==> src/sv/nrmq_pkg.sv <==
// Shared types and constants for the nucleotide range minimum query block.
// No dependencies; imported by nrmq_prefix_mem, nrmq_min_sel and the top level.
`timescale 1ns / 1ps

package nrmq_pkg;

  typedef enum logic [1:0] {
    MODE_APPEND = 2'd0,
    MODE_QUERY  = 2'd1,
    MODE_CLEAR  = 2'd2,
    MODE_NONE   = 2'd3
  } mode_t;

  typedef enum logic [1:0] {
    ST_OK        = 2'd0,
    ST_BAD_CHAR  = 2'd1,
    ST_FULL      = 2'd2,
    ST_BAD_RANGE = 2'd3
  } status_t;

  localparam logic [7:0] SYM_A = 8'h41;
  localparam logic [7:0] SYM_C = 8'h43;
  localparam logic [7:0] SYM_G = 8'h47;
  localparam logic [7:0] SYM_T = 8'h54;

  localparam int NUM_BASES = 4;
  localparam logic [2:0] SLOT_NONE = 3'd4;

  // Count slot 0..3 for A, C, G, T; SLOT_NONE for anything else.
  function automatic logic [2:0] symbol_slot(input logic [7:0] sym);
    logic [2:0] slot;
    case (sym)
      SYM_A:   slot = 3'd0;
      SYM_C:   slot = 3'd1;
      SYM_G:   slot = 3'd2;
      SYM_T:   slot = 3'd3;
      default: slot = SLOT_NONE;
    endcase
    return slot;
  endfunction

endpackage

==> src/sv/nrmq_min_sel.sv <==
// Lowest impact present between two prefix count entries.
// Compares the four base counts and picks the first that differs. Uses nrmq_pkg.
`timescale 1ns / 1ps

module nrmq_min_sel
  import nrmq_pkg::*;
#(
  parameter int CNTW = 11
) (
  input  logic [NUM_BASES*CNTW-1:0] lo_counts,
  input  logic [NUM_BASES*CNTW-1:0] hi_counts,
  output logic [2:0]                least_impact
);

  always_comb begin
    least_impact = 3'd0;
    // Scan from T down so the lowest differing base wins.
    for (int k = NUM_BASES - 1; k >= 0; k--) begin
      if (hi_counts[k*CNTW +: CNTW] != lo_counts[k*CNTW +: CNTW]) begin
        least_impact = 3'(k + 1);
      end
    end
  end

endmodule
==> config.mk <==
export PLATFORM = sky130hd
export DESIGN_NAME = nrmq_min_sel
export DESIGN_NICKNAME = d
export VERILOG_FILES = /design/src/sv/nrmq_pkg.sv /design/src/sv/nrmq_min_sel.sv
export SDC_FILE = /design/constraint.sdc
export NUM_CORES = 1
export LEC_CHECK = 0
export BUFFER_PORTS_ARGS = -buffer_cell sky130_fd_sc_hd__buf_2
export CELL_PAD_IN_SITES_DETAIL_PLACEMENT = 2
export CELL_PAD_IN_SITES_GLOBAL_PLACEMENT = 2
export CORE_ASPECT_RATIO = 0.5
export CORE_UTILIZATION = 12
export DETAILED_ROUTE_END_ITERATION = 10
export PLACE_DENSITY = 0.95
export SLEW_MARGIN = 40
export SYNTH_ARGS = -nofsm -noshare
export SYNTH_HDL_FRONTEND = slang
export SYNTH_SLANG_ARGS = --single-unit
==> constraint.sdc <==
create_clock -name vclk -period 1.7
set_input_delay 0.255 -clock vclk [all_inputs]
set_output_delay 0.255 -clock vclk [all_outputs]
set_load 0.03 [all_outputs]
# After elaboration in Yosys (flattened, before gate mapping)
# Index checks and enable logic that the tools add are counted.
word_totals:
  ff_bits: 0
  input_bits: 88
op_classes:
  n_eq_ne: 4
  mux: 4
op_table:
  columns: ["operator", "n"]
  rows:
  - ["$ne 11x11->1", 4]
  - ["$mux 3", 4]

# Longest topological paths before layout
# Gate-level depths: netlist of run 1.
depth:
  depth_word: 5
  ltp_mapped: 4
  ltp_nobuf: 4

# Worst setup path before layout of run 1
# OpenSTA, ideal clock, no wires.
synth_path:
  path_kind: "input to output"
  from: "in lo_counts[23]"
  to: "out least_impact[2]"
  arrival_ns: 1.506
  required_time_ns: 1.445
  setup_slack_ns: -0.061
  path_stages: 4
  n_path_buf: 0
  path_cell_list: "xor2_1 -> nor4_2 -> nand4_1 -> nor4b_2"
synth_via:
  elab_chain_cells: 4
synth_lines:
  columns: ["item", "line_no", "rtl"]
  rows:
  - ["start: declaration", "nrmq_min_sel.sv:10", "input logic [NUM_BASES*CNTW-1:0] lo_counts,"]
  - ["$ne 11x11->1", "nrmq_min_sel.sv:19", "if (hi_counts[k*CNTW +: CNTW] != lo_counts[k*CNTW +: CNTW]) begin"]
  - ["$mux 3 (3 in a row)", "nrmq_min_sel.sv:19", null]
  - ["end: declaration", "nrmq_min_sel.sv:12", "output logic [2:0] least_impact"]
# Every way passes these cells.

# Worst setup path in the final report of run 1
layout_path:
  from: "in lo_counts[24]"
  to: "out least_impact[2]"
# Same word-level chain as after synthesis.

==> results of run 1 <==
==> worst min path at each step <==
| stage | from | end | slack, ps | cells past startpoint |
|---|---|---|---|---|
| after CTS | hi_counts[22] | least_impact[2] | 1040 | 5 |
| after global placement | hi_counts[22] | least_impact[2] | 1040 | 5 |
| final | hi_counts[22] | least_impact[2] | 1040 | 5 |
| after detailed placement | hi_counts[22] | least_impact[2] | 1070 | 5 |
| after floorplan | hi_counts[22] | least_impact[2] | 790 | 3 |
| after global routing | hi_counts[22] | least_impact[2] | 1060 | 5 |
==> area by class of cell <==
type / instances / area [um^2]
fill: 495 / 2890
tap: 54 / 67.6
timing repair buffer: 92 / 503
multi-input combinational: 64 / 579
==> repair_timing <==
action,4_1_cts,5_1_grt
endpoints found under the setup margin,3,3
pin swaps,3,11
gates resized for setup,6,8
==> layout by cell type, fill, tap and decap left out, drive strengths merged, types with 3 or more instances in the layout <==
cell,Yosys,final
nand3,3,3
nor4,4,4
nor3,3,3
xnor2,23,23
buf,0,92
xor2,21,21
nand4,5,5
==> cell families after synthesis <==
group and Yosys count:
AND/OR/NAND/NOR 18, AO/OA/AOI/OAI 2, XOR/XNOR 44
==> metrics by stage <==
step                      hold slack, ps  cell area [um^2]  std cells  utilization  power [mW]
after floorplan                      791               536         64            -      0.0941
after global placement              1040              1070        210        0.264       0.213
after detailed placement            1070              1070        210        0.264       0.228
after CTS                           1040              1090        210        0.269       0.230
after global routing                1060              1150        210        0.284       0.268
final                               1040              1150        210        0.284       0.247
==> layer usage <==
layer | track usage | part of all wire
met5 | 0 | 0
met4 | 0.0224 | 0.015
met3 | 0.00467 | 0.023
met2 | 0.264 | 0.66
met1 | 0.0983 | 0.30
==> synthesized netlist by cell type, drive strengths merged <==
library cell   n  area (um^2)
xnor2         23          201
xor2          21          184
nand4          5         31.3
nor4           4         37.5
nand3          3         15.0
nor3           3         15.0
a21o           1         8.76
a21oi          1         5.00
and4           1         10.0
nor2           1         3.75
nor4b          1         15.0
==> power groups by stage <==
| stage | Combinational, mW | Clock (mW) | Sequential [mW] |
|---|---|---|---|
| floorplan | 0.0941 | 0 | 0 |
| global placement | 0.213 | 0 | 0 |
| detailed placement | 0.228 | 0 | 0 |
| CTS | 0.230 | 0 | 0 |
| global route | 0.268 | 0 | 0 |
| finish | 0.247 | 0 | 0 |
==> metrics.md, run 1 <==
| Metric | Value |
|---|---|
| Status | complete, but fails checks |
| DPL Wire Length | 2620 um |
| Final WS setup | -121 ps |
| Final Hold Viols | 0 |
| Clock network power share | 0 |
| Crit path to | least_impact[2] |
| WP depth | 6 |
| Core area | 0.00404 mm^2 |
| Vias in the first global route | 924 |
| Initial DRC count | 5 |
| Post-synthesis sequential area ratio | 0 |
| Initial core utilization | 0.130 |
| Static Leak | 0.543 nW |
| Pins Over Slew Limit | 0 |
| Dpl ws | -169 ps |
| Slew of the pin with the lowest slew margin | 383 ps |
| RSZ-0062 raised after global routing | true |
| Synth Area in Compound Gates | 0.0261 |
| CP startpoint kind | primary input |
| NetSw | 0.102 mW |
| Core Rows | 16 |
| Post-synthesis average cell area | 8.23 um^2 |
| GRT overflow | 0 |
| Slowest CP cell | nor4b_4 |
| CP endpoint kind | output port |
| WS Path Type | in2out |
| # IOs | 91 |
| Maximum VDD drop | 0.0670 mV |
| Chip height | 48.9 um |
| Max_slew headroom | 0.743 |
| Critical-path cell list | buf_6 -> xor2_2 -> nor4_4 -> nand4_1 -> nor4b_4 -> buf_6 |
| Tmin final | 1820 ps |
| CP required | 1440 ps |
| Post-Route Setup TNS | -121 ps |
| Sw Ratio | 0.412 |
| Most common cell on crit path | buf_6 |
| Int Pwr | 0.145 mW |
| Share of layout cells above drive strength 1 | 0.635 |
| Synth Area in Adders | 0 |
| Simple-gate share of the synthesized area | 0.242 |
| Post-route ant nets | 0 |
| Die width | 95.7 um |
| Final setup vio count | 1 |
| Largest family of logic cells by synthesized area | XOR/XNOR gates |
| Drt via density | 3.89 |
| Yosys cell types | 12 |
| Reg power frac | 0 |
| First-pass GRT wire length | 4130 um |
| Area of the mapped netlist | 527 um^2 |
| Hold Path Class | in2out |
| Crit path max-delay family | simple AND/OR/NAND/NOR gates |
| # Post-CTS Setup Buffers | 0 |
| Worst path max stage delay | 330 ps |
| Routed WL per cell | 13.1 um |
| Crit share post-route | 1.07 |
| Cts hold-fix bufs | 0 |
| TritonRoute pass-1 iters | 2 |
| Comb pwr share | 1.000 |
| DRC viols | 0 |
| Clkbuf count | 0 |
| Pin count of the biggest net entering global routing | 4 |
| Power Density | 215 mW/mm^2 |
| Post-synthesis mux area share | 0 |
| Xor and xnor area share after synthesis | 0.732 |
| Initial antenna violation count | 0 |
| CP startpoint | lo_counts[24] |
| Storage cell area | 0 um^2 |
| Placer congestion estimate | 0.674 |
| Total track usage | 0.112 |
| Synth Warn # | 0 |
| Buf/Inv on CP | 2 |
| Post-Syn Nets | 152 |
| Die ar. | 0.00467 mm^2 |
| WL final | 2750 um |
| Max Clk Rate | 549 MHz |
| Nets | 246 |
| Syn Inst Count | 64 |
| Area grow syn2layout | 118% |
| Arr. time, crit path | 1570 ps |
| Worst-path fanout max | 2 |
| Violated checks | negative setup slack |
| Vias | 817 |
| Seq_cells | 0 |
| N_diodes | 0 |
| I/O Buffers | 91 |
| Number of max-cap violations | 0 |
Power figures use the tool's default switching activity.
==> run 2, diff against run 1 <==
ABC_AREA = 1   (was unset)
BUFFER_PORTS_ARGS = -buffer_cell sky130_fd_sc_hd__buf_4   (was -buffer_cell sky130_fd_sc_hd__buf_2)
CORE_UTILIZATION = 14   (was 12)
==> metrics.md, run 2 <==
| Metric | Value |
|---|---|
| Status | completed |
| Sw Ratio | 0.414 (+0.00219) |
| Power Density | 206 mW/mm^2 (-4.1%) |
| I/O Buffers | 91 (unchanged) |
| Clkbuf count | 0 (unchanged) |
| Nets | 370 (+50%) |
| CP endpoint kind | output port |
| Placer congestion estimate | 0.698 (+3.6%) |
| Maximum VDD drop | 0.0403 mV (-40%) |
| Seq_cells | 0 (unchanged) |
| Area of the mapped netlist | 826 um^2 (+57%) |
| Final Hold Viols | 0 (unchanged) |
| CP startpoint | hi_counts[8] |
| First-pass GRT wire length | 6820 um (+65%) |
| Ranking of synthesized cells by area | nand2_1 44%, inv_1 23%, xnor2_1 14% |
| Initial antenna violation count | 0 (unchanged) |
| Total track usage | 0.135 (+0.0236) |
| Most common cell after layout, fill and taps aside | nand2_1 |
| Worst-path fanout max | 3 (+1) |
| Core Rows | 19 (+3) |
| CP startpoint kind | primary input |
| Share of layout cells above drive strength 1 | 0.361 (-0.274) |
| GRT overflow | 0 (unchanged) |
| Post-route ant nets | 0 (unchanged) |
| Post-DP Area | 0.00160 mm^2 (+50%) |
| Fillcell total | 728 (+47%) |
| Chip height | 56.3 um (+15%) |
| Die ar. | 0.00623 mm^2 (+33%) |
| WL final | 4350 um (+58%) |
| Comb pwr share | 1.000 (about the same) |
| Crit share post-route | 0.938 (-0.133) |
| Crit path to | least_impact[1] |
| Routed WL per cell | 12.3 um (-5.9%) |
| Synth Warn # | 0 (unchanged) |
| Initial DRC count | 18 (+13) |
| Final setup vio count | 0 (-1) |
| Yosys top cell by area | nand2_1 |
| Reg power frac | 0 (unchanged) |
| Hold Path Class | in2out |
| Storage cell area | 0 um^2 (unchanged) |
| Arr. time, crit path | 1340 ps (-230 ps) |
| WS Path Type | in2out |
| Number of max-cap violations | 0 (unchanged) |
| Layout Utilization | 0.290 (+0.00547) |
| TritonRoute pass-1 iters | 3 (+1) |
| Slew of the pin with the lowest slew margin | 190 ps (-194 ps) |
| Vias | 1375 (+68%) |
| Syn Inst Count | 189 (+200%) |
| Drt via density | 3.90 (+0.12%) |
| Area grow syn2layout | 96.1% |
| # IOs | 91 (unchanged) |
| Post-Route Setup TNS | 0 ps (+121 ps) |
| Int Pwr | 0.196 mW (+35%) |
| Core area | 0.00559 mm^2 (+38%) |
| Max Clk Rate | 627 MHz (+14%) |
| Count leader, synth | nand2_1 |
| Post-synthesis sequential area ratio | 0 (unchanged) |
| N_diodes | 0 (unchanged) |
| Post-synthesis average cell area | 4.37 um^2 (-47%) |
| Initial core utilization | 0.148 (+0.0176) |
| Static Leak | 1.02 nW (+89%) |
| Tmin final | 1590 ps (-227 ps) |
| Die width | 111 um (+16%) |
| RSZ-0062 raised after global routing | false |
| Yosys cell types | 7 (-5) |
| Clock network power share | 0 (unchanged) |
| Vias in the first global route | 1565 (+69%) |
| Post-route cell area | 0.00162 mm^2 (+41%) |
| Post-synth top cells | 96 x nand2_1, 50 x inv_1, 16 x nor2_1, 13 x xnor2_1, 8 x xor2_1 |
| CP required | 1440 ps (about the same) |
| Share of the synthesized area in the top cell type | 0.436 (+0.0539) |
| Design Power | 0.334 mW (+35%) |
| NetSw | 0.138 mW (+36%) |
| DRC viols | 0 (unchanged) |
| Post-Syn Nets | 277 (+82%) |
| Most frequent cells in the layout | 94 x nand2_1, 90 x buf_4, 49 x inv_1 |
| Pins Over Slew Limit | 0 (unchanged) |
| Pin count of the biggest net entering global routing | 4 (unchanged) |
| DPL Wire Length | 4180 um (+60%) |
| Max_slew headroom | 0.873 (+0.130) |
==> run 2: power groups by stage <==
stage | clock (mW) | combinational, mW | sequential, mW
after floorplan | 0 | 0.123 | 0
after global placement | 0 | 0.307 | 0
after detailed placement | 0 | 0.335 | 0
after CTS | 0 | 0.337 | 0
after global routing | 0 | 0.370 | 0
final | 0 | 0.334 | 0
==> run 2: repair_timing <==
| action | 4_1_cts | 5_1_grt |
|---|---|---|
| resized for setup | 0 | 8 |
| endpoints found under the setup margin | 0 | 2 |
| setup buffers | 0 | 0 |
| hold buffers | 0 | 0 |
==> run 2: logic make-up after synthesis <==
logic type,share of synthesized area
XOR/XNOR,0.223
buffers and inverters,0.227
AND/OR/NAND/NOR,0.550
==> run 2: per-stage QoR <==
stage | hold slack (ps) | cells | setup WS [ps]
after global placement | 1090 | 353 | 167
final | 1080 | 353 | 106
after detailed placement | 1100 | 353 | 25.1
after global routing | 1130 | 353 | 5.10
after floorplan | 858 | 189 | 296
after CTS | 1100 | 353 | 17.0
==> run 2: final cells by class <==
| class | instances | area, um^2 | share of cell area |
|---|---|---|---|
| inverter | 50 | 188 | 0.116 |
| multi-input combinational | 139 | 653 | 0.403 |
| tap | 73 | 91.3 | 0.0564 |
| timing repair buffer | 91 | 687 | 0.424 |
==> run 2: routing by layer <==
layer | vias to the layer above | track usage | routed length (um) | part of all wire
met1 | 653 | 0.116 | 1460 | 0.33
met5 | - | 0 | 0 | 0
met4 | 0 | 0.00762 | 27 | 0.0062
met3 | 2 | 0.00540 | 68 | 0.016
li1 | 703 | - | - | -
met2 | 17 | 0.342 | 2800 | 0.64
==> run 2: critical path: stages <==
cell and delay, ps:
buf_4 110, inv_1 70, nand2_2 70, nand2_2 70, nand2_1 70, nor2_1 110
nand2_1 70, nor2_2 160, inv_1 80, nor2_2 120, buf_6 150
==> run 2: how the worst min path moves through the flow <==
stage / slack (ps) / from / cells past startpoint / to
after floorplan: 860 / hi_counts[25] / 7 / least_impact[2]
after global placement: 1090 / hi_counts[25] / 9 / least_impact[2]
after detailed placement: 1100 / hi_counts[36] / 7 / least_impact[2]
after CTS: 1100 / hi_counts[36] / 7 / least_impact[2]
after global routing: 1130 / lo_counts[2] / 7 / least_impact[0]
final: 1080 / hi_counts[36] / 7 / least_impact[2]
